File: src/rtl/fmbq_pkg.sv
`default_nettype none

package fmbq_pkg;

    // Operation codes carried in the low bits of the input word
    typedef enum logic [2:0] {
        OP_PUSH_FRONT = 3'd0,
        OP_PUSH_MID   = 3'd1,
        OP_PUSH_BACK  = 3'd2,
        OP_POP_FRONT  = 3'd3,
        OP_POP_MID    = 3'd4,
        OP_POP_BACK   = 3'd5
    } t_op;

    typedef enum logic [1:0] {
        ST_DONE  = 2'd0,
        ST_EMPTY = 2'd1,
        ST_FULL  = 2'd2
    } t_status;

    localparam int OP_W     = 3;
    localparam int WORD_W   = 32;
    localparam int STATUS_W = 2;
    localparam int COUNT_W  = 5;

    localparam int IN_RAW_W  = OP_W + WORD_W;
    localparam int OUT_RAW_W = STATUS_W + WORD_W + COUNT_W;
    localparam int IN_TDATA_W  = ((IN_RAW_W + 7) / 8) * 8;
    localparam int OUT_TDATA_W = ((OUT_RAW_W + 7) / 8) * 8;

    // Shift command for the row of cells
    typedef struct packed {
        logic ins;
        logic rem;
    } t_cell_cmd;

endpackage

`default_nettype wire

File: src/rtl/fmbq_cells.sv
`default_nettype none

module fmbq_cells #(
    parameter int DEPTH = 16
) (
    input  logic                          i_clk,
    input  fmbq_pkg::t_cell_cmd           i_cmd,
    input  logic [$clog2(DEPTH)-1:0]      i_pos,
    input  logic [fmbq_pkg::WORD_W-1:0]   i_word,
    output logic [fmbq_pkg::WORD_W-1:0]   o_rd_word
);
    import fmbq_pkg::*;

    localparam int PW = $clog2(DEPTH);

    logic [WORD_W-1:0] r_cell [DEPTH];

    assign o_rd_word = r_cell[i_pos];

    for (genvar g = 0; g < DEPTH; g++) begin : g_cell
        logic [WORD_W-1:0] w_prev;
        logic [WORD_W-1:0] w_next;
        logic              w_eq;
        logic              w_gt;

        if (g == 0) begin : g_first
            assign w_prev = r_cell[g];
        end else begin : g_mid_prev
            assign w_prev = r_cell[g-1];
        end

        // last cell holds on a removal; it lies beyond the occupancy afterwards
        if (g == DEPTH - 1) begin : g_last
            assign w_next = r_cell[g];
        end else begin : g_mid_next
            assign w_next = r_cell[g+1];
        end

        assign w_eq = (PW'(g) == i_pos);
        assign w_gt = (PW'(g) >  i_pos);

        always_ff @(posedge i_clk) begin
            if (i_cmd.ins) begin
                if (w_eq) begin
                    r_cell[g] <= i_word;
                end else if (w_gt) begin
                    r_cell[g] <= w_prev;
                end
            end else if (i_cmd.rem && (w_eq || w_gt)) begin
                r_cell[g] <= w_next;
            end
        end
    end

endmodule

`default_nettype wire

File: src/rtl/front_middle_back_queue_core.sv
// Channel  | Dir | Word layout (bit 0 upwards)
// s_axis   | in  | operation[2:0], value[34:3], zero pad [39:35]
// m_axis   | out | status[1:0], popped_value[33:2], entry_count[38:34], zero pad [39]
//
// One word per clock in and out when neither side stalls; a word passes the input
// register, then the result register. The cell row shifts, and the pop read mux is
// read, as the word moves from the input register into the result register.
// i_rst_n is synchronous, active low: clears valids and the occupancy count. Cell
// contents are left as they are and are only read below the occupancy.
// A stall on m_axis holds the result register and the input register; s_axis_tready
// drops once the input register is full and cannot drain.
`default_nettype none

module front_middle_back_queue_core #(
    parameter int DEPTH = 16
) (
    input  logic                               i_clk,
    input  logic                               i_rst_n,
    input  logic                               s_axis_tvalid,
    output logic                               s_axis_tready,
    // operation[2:0], value[34:3], pad
    input  logic [fmbq_pkg::IN_TDATA_W-1:0]    s_axis_tdata,
    output logic                               m_axis_tvalid,
    input  logic                               m_axis_tready,
    // status[1:0], popped_value[33:2], entry_count[38:34], pad
    output logic [fmbq_pkg::OUT_TDATA_W-1:0]   m_axis_tdata
);
    import fmbq_pkg::*;

    localparam int CW = $clog2(DEPTH + 1);
    localparam int PW = $clog2(DEPTH);

    // input register
    logic              r_in_vld;
    logic [OP_W-1:0]   r_in_op;
    logic [WORD_W-1:0] r_in_word;

    // occupancy
    logic [CW-1:0]     r_count;
    logic [CW-1:0]     n_count;

    // result register
    logic              r_out_vld;
    t_status           r_out_status;
    logic [WORD_W-1:0] r_out_popped;
    logic [COUNT_W-1:0] r_out_count;

    logic              w_exec;
    logic              w_full;
    logic              w_empty;
    logic [CW-1:0]     w_cnt_m1;
    logic [PW-1:0]     w_pos;
    logic              w_is_push;
    logic              w_is_pop;
    t_status           w_status;
    t_cell_cmd         w_cmd;
    logic [WORD_W-1:0] w_rd_word;

    // advance when the result register is free or being drained this cycle
    assign w_exec        = r_in_vld && (!r_out_vld || m_axis_tready);
    assign s_axis_tready = !r_in_vld || w_exec;

    assign w_full   = (r_count == CW'(DEPTH));
    assign w_empty  = (r_count == '0);
    assign w_cnt_m1 = r_count - CW'(1);

    // pick the insert or remove position from the operation and the count
    always_comb begin
        w_pos     = '0;
        w_is_push = 1'b0;
        w_is_pop  = 1'b0;
        case (r_in_op)
            OP_PUSH_FRONT: begin
                w_is_push = 1'b1;
            end
            OP_PUSH_MID: begin
                w_is_push = 1'b1;
                w_pos     = PW'(r_count >> 1);
            end
            OP_PUSH_BACK: begin
                w_is_push = 1'b1;
                w_pos     = PW'(r_count);
            end
            OP_POP_FRONT: begin
                w_is_pop  = 1'b1;
            end
            OP_POP_MID: begin
                w_is_pop  = 1'b1;
                w_pos     = PW'(w_cnt_m1 >> 1);
            end
            OP_POP_BACK: begin
                w_is_pop  = 1'b1;
                w_pos     = PW'(w_cnt_m1);
            end
            default: begin
                // unused codes: no operation, count reported unchanged
                w_pos     = '0;
            end
        endcase
    end

    always_comb begin
        w_cmd.ins = w_exec && w_is_push && !w_full;
        w_cmd.rem = w_exec && w_is_pop && !w_empty;
        if (w_is_push && w_full) begin
            w_status = ST_FULL;
        end else if (w_is_pop && w_empty) begin
            w_status = ST_EMPTY;
        end else begin
            w_status = ST_DONE;
        end
        if (w_cmd.ins) begin
            n_count = r_count + CW'(1);
        end else if (w_cmd.rem) begin
            n_count = w_cnt_m1;
        end else begin
            n_count = r_count;
        end
    end

    fmbq_cells #(
        .DEPTH (DEPTH)
    ) u_cells (
        .i_clk     (i_clk),
        .i_cmd     (w_cmd),
        .i_pos     (w_pos),
        .i_word    (r_in_word),
        .o_rd_word (w_rd_word)
    );

    // control registers
    always_ff @(posedge i_clk) begin
        if (!i_rst_n) begin
            r_in_vld  <= 1'b0;
            r_out_vld <= 1'b0;
            r_count   <= '0;
        end else begin
            if (s_axis_tready) begin
                r_in_vld <= s_axis_tvalid;
            end
            if (w_exec) begin
                r_out_vld <= 1'b1;
            end else if (m_axis_tready) begin
                r_out_vld <= 1'b0;
            end
            r_count <= n_count;
        end
    end

    // payload registers
    always_ff @(posedge i_clk) begin
        if (s_axis_tready && s_axis_tvalid) begin
            r_in_op   <= s_axis_tdata[OP_W-1:0];
            r_in_word <= s_axis_tdata[OP_W +: WORD_W];
        end
        if (w_exec) begin
            r_out_status <= w_status;
            r_out_popped <= w_cmd.rem ? w_rd_word : '0;
            r_out_count  <= COUNT_W'(n_count);
        end
    end

    assign m_axis_tvalid = r_out_vld;
    assign m_axis_tdata  = OUT_TDATA_W'({r_out_count, r_out_popped, r_out_status});

endmodule

`default_nettype wire

File: config.mk
export PLATFORM = sky130hd
export DESIGN_NAME = front_middle_back_queue_core
export DESIGN_NICKNAME = d
export VERILOG_FILES = /design/src/rtl/fmbq_pkg.sv /design/src/rtl/fmbq_cells.sv /design/src/rtl/front_middle_back_queue_core.sv
export SDC_FILE = /design/constraint.sdc
export NUM_CORES = 2
export LEC_CHECK = 0
export ABC_AREA = 1
export ABC_CLOCK_PERIOD_IN_PS = 8930
export BUFFER_PORTS_ARGS = -buffer_cell sky130_fd_sc_hd__buf_2
export CAP_MARGIN = 25
export CORE_UTILIZATION = 40
export DETAILED_ROUTE_END_ITERATION = 16
export PLACE_DENSITY = 0.63
export SLEW_MARGIN = 5
export SYNTH_ARGS = -nofsm -noshare
export SYNTH_HDL_FRONTEND = slang
export SYNTH_SLANG_ARGS = --single-unit
File: constraint.sdc
create_clock -name i_clk -period 8.93 [get_ports i_clk]
set_input_delay 0.893 -clock i_clk [delete_from_list [all_inputs] [get_ports i_clk]]
set_output_delay 0.893 -clock i_clk [all_outputs]
set_load 0.005 [all_outputs]
# == Yosys cells after proc, flatten, opt, wreduce, memory -nomap -nowiden ==
# Memory sizes are Yosys's and may differ from the RTL's. A register that Yosys moved wholly into a read port is not among the register bits.
# Cells that the tools add are included.
# totals
regBits,49
mem_bits_rw,512
out_inout_bits,42
mem_count,1
# classes
add_sub_neg,2
n_lt_le_gt_ge,16
eq_ne,21
mux,200
n_bitwise,32
n_reduce_logical,53
# mem_list
name,depth,width,read_ports,rd_ports_with_merged_regs,wr,line,source
u_cells.r_cell,16,32,17,1,16,fmbq_cells.sv:16,logic [WORD_W-1:0] r_cell [DEPTH];
# ops
cell,n
$mux 32,32
$mux 1,165
$eq 4x4->1 const A,8
$gt 4x4->1 const A,8
$or 1x1->1,32
$logic_and 1x1->1,24
$logic_or 1x1->1,18
$eq 3x4->1 const A,4
$gt 3x4->1 const A,4
$pmux 4 s4,1
$mux 5,2
$eq 2x4->1 const A,2
$gt 1x4->1 const A,2
$gt 2x4->1 const A,2
$eq 3x2->1 const B,2
$eq 3x3->1 const B,2
$reduce_or 3->1,2
$add 5x1->5 const B,1
$eq 5x5->1 const B,1
$logic_not 1->1,5
$logic_not 5->1,1
$sub 5x1->5 const B,1
$eq 1x4->1 const A,1
$logic_not 4->1,1
3 further kinds,3

# == Depth between registers and ports, before layout ==
# logic_depth
depth_word,10
mapped_depth,17
ltp_nobuf,16

# == Modules after synthesis ==
# Synthesis repeated with hierarchy kept, for this count alone.
# unflattened
cells_unflattened,5041
area_unflattened_um2,36352.4
# modules_own_cells
mod,n_inst,cells_per_inst,area_per_inst_um2,seq_area_each_um2
fmbq_cells,1,4783,33164.3,15374.7
front_middle_back_queue_core,1,258,3188.1,2362.3

# == Worst setup path after synthesis ==
# OpenSTA, ideal clock, no wires.
# synth_timing
kind,input to register
startpoint,input m_axis_tready
endpoint,memory u_cells.r_cell[8][0] (enable)
setup_ps,432
arrival_ps,4156
t_required_ps,8498
setup_slack_ps,4342
cell_stages,9
path_buffers,1
path_cell_list,inv_1 > nand2_1 > nand2_1 > inv_1 > nand2_1 > nor2_2 > nand2_1 > clkbuf_1 > a21oi_1
# synth_lines
element,line,source
"start, declared",front_middle_back_queue_core.sv:24,"input logic m_axis_tready,"
"end, declared",fmbq_cells.sv:16,

==> impl_metrics.ini <==
[synthesis]
total_number_of_yosys_warnings = 0
synthesized_area_fraction_occupied_by_ao_oa_aoi_and_oai_cells_pct = 7.33
synthDominantAreaCellType = sky130_fd_sc_hd__edfxtp_1
synth_edf_count = 586
area_share_of_xor_xnor_cells_in_the_synthesized_design_pct = 0.0239
synth.area.top_cells = sky130_fd_sc_hd__edfxtp_1 (48%), sky130_fd_sc_hd__nand2_1 (21%), sky130_fd_sc_hd__nand3_1 (11%), sky130_fd_sc_hd__o21ai_0 (4.5%), sky130_fd_sc_hd__inv_1 (4.2%)
postSynthRegisterBits = 593
synthDominantCellAreaShare_pct = 48.0
post_synth_instance_area_sq_um = 36600
netlist-cell-type-count = 35
synth.net_count = 5038
synth_mux_area_share_pct = 0
synth.cells.most_frequent = sky130_fd_sc_hd__nand2_1 (2087), sky130_fd_sc_hd__nand3_1 (771), sky130_fd_sc_hd__edfxtp_1 (586)
synthAdderAreaFrac_pct = 0.0683
syn-instance-count = 4992
largest_family_of_logic_cells_by_synthesized_area = simple AND/OR/NAND/NOR gates
seq_area_frac_synth_pct = 48.4
simple_gate_area_share_of_the_yosys_netlist_pct = 35.1
post_synth.cell_area_avg_sq_um = 7.34
synth_most_common_cell = sky130_fd_sc_hd__nand2_1
synth_flop_cell = sky130_fd_sc_hd__edfxtp_1
async_reset_ff_share_pct = 0

[final_layout]
fin_util_pct = 44.2
drive_above_1_share_pct = 6.54
diodes = 0
layout.nets = 4876
layout-area-overhead-vs-synth_pct = 9.04
final_cells = 6057
post-route-cell-area_sq_um = 39900

[grt]
number_of_global_route_vias_before_repair = 33000
largest_net_degree_at_the_start_of_global_routing = 182
grt_util_all_layers_pct = 27.5
grt_antenna_before_repair = 0
grt_first_pass_wirelength_microns = 198000
overflow = 0

[job]
maxCapViolations = 0

[sta]
min_period_ns = 5.99
setup-violations-final = 0
finalHoldWorstSlack_ns = 0.437
post_route_clock_skew_ns = 0.0239
period_share_pct = 67.1
max_clock_freq_mhz = 167
slew-limit-headroom_pct = 22.8
timing_hold_violations_final = 0
timing.final.ws_setup_ns = 2.94
grt_setup_unrepaired = no
worst-slew-pin-transition_ns = 1.16
maxSlewViolCount = 0
fin_tns_setup_ns = 0

[clocking]
clkTransAtPathRegs_ns = 0.06
cts_setup_buffers = 0
tritoncts.num_buffers = 66
insertion_delay_ns = 0.64
cts_max_level = 3
tritoncts_clock_tree = built
cts_resized = 0
tritoncts_num_sinks = 593
postCtsHoldBufs = 0
cts_max_path_buffers = 3
clockRootBuffer = sky130_fd_sc_hd__clkbuf_16

[critical_path]
worst_path_max_delay_cell = sky130_fd_sc_hd__nand2_1
path_class = reg -> reg
timing.critical_path.to_type = register
crit-reg2reg-launch = r_count[0]
reg2reg_to = u_cells.r_cell[13][31]
ff2ff_setup_slack_ns = 2.94
worst_setup_path_start_kind = register
critPathMostFrequentCell = sky130_fd_sc_hd__nand2_1
worst-endpoint-arrival_ns = 6.27
crit_chain = inv_1, ha_1, nand2_1, nand2_1, nand3_1, nand3_2, nand2_4, inv_4, nand2_2, nand2_2, nand2_1, buf_4
crit_path_start = r_count[0]
max_stage_delay_ns = 0.92
timing.reg2reg.worst_path_depth = 12
critical_path_required_ns = 9.21
crit_path_max_fanout = 35

[place]
dpl_cell_area_sq_um = 37600
place.detailed.hpwl_microns = 78200
finalWeightedCongestion = 0.884
placement.setup.worst_slack_ns = 3.19
numPlacedInstances = 5936
io_buffer_count = 79

[die]
start_util_pct = 40.5
num_io_pins = 86
dieHeight_microns = 305
die_w_microns = 305
fp.dieArea_sq_um = 92800
core_region_area_sq_um = 90400
placement_rows = 110

[detailed_routing]
detail_route.iter0.violations = 4474
routed_wire_length_per_instance_microns = 21.6
vias = 35300
drc_errors = 0
drt_first_pass_iters = 8
routed_wl_microns = 131000
viasPerCell = 5.83
drt_antenna_net_count = 0

[hold_path]
hold_end = r_in_word[24]
class_of_the_tightest_hold_or_removal_check = in -> reg
hp-start = s_axis_tdata[27]
hold-path-cell-count = 1

[power_and_ir_drop]
report.power.total_mw = 7.62
peakVddDrop_uv = 148
p_leak_nw = 18.2
powerDensity_nw_per_um2 = 191

[run_status]
outcome = finished clean
## critical path, delay by kind of cell, from the launching register on
family                     cells  cell delay [ns]
and+or+nand+nor                8             4.01
buffers and inverters          3             0.93
adders and majority gates      1             0.26
DFF                            1             0.36
## flip-flops by register name, indices dropped and copies added, names as in the netlist
name            flops
u_cells.r_cell    512
r_in_word          32
r_out_popped       32
r_count             5
r_out_count         5
r_in_op             3
r_out_status        2
m_axis_tvalid       1
r_in_vld            1
## report_power, final
group / switching (mW) / leakage (nW) / internal (mW)
registers: 0.0940 / 5.44 / 3.26
logic: 0.940 / 11.7 / 0.347
clock network: 1.22 / 1.11 / 1.76
total: 2.25 / 18.2 / 5.37
## metal layers
metal	wire length [microns]	global-route usage [%]	vias up
met5	0	0	-
met4	6240	12.8	0
met3	13800	4.32	326
met2	58800	42.8	2230
met1	52100	37.5	16800
li1	-	-	16000
## area by class of cell
type / count / area [sq um]
fillers: 9114 / 50500
flip-flops and latches: 593 / 17700
multi-input cells: 3589 / 15700
clock buffers: 83 / 1850
inverters: 423 / 1590
well taps: 1176 / 1470
repair buffers: 157 / 1170
clock inverters: 36 / 432
## layout by cell type (no fill, tap or decap), drive strengths merged, types with 29 or more instances in the layout
cell	n
a21oi	37
buf	157
clkbuf	83
edfxtp	586
inv	424
nand2	2096
nand3	775
nand3b	33
nand4	49
nor2	114
o211ai	29
o21ai	444
## logic make-up (layout without fill, tap and decap cells)
group | after synthesis | count (layout)
AND/OR/NAND/NOR | 3069 | 3069
buffers and inverters | 810 | 699
flip-flops | 593 | 593
AO/OA/AOI/OAI | 516 | 516
adder cells (fa/ha/maj) | 2 | 2
other | 1 | 1
XOR/XNOR | 1 | 1
## worst max path at each step
stage               cells after the start                      to  slack, ns
detailed placement                     12  u_cells.r_cell[13][25]       3.19
global route                           11  u_cells.r_cell[13][25]       2.85
global placement                       12  u_cells.r_cell[13][25]       3.18
CTS                                    12  u_cells.r_cell[13][31]       3.16
finish                                 12  u_cells.r_cell[13][31]       2.94
floorplan                               9    u_cells.r_cell[8][0]       4.34
Power figures use the tool's default switching activity.
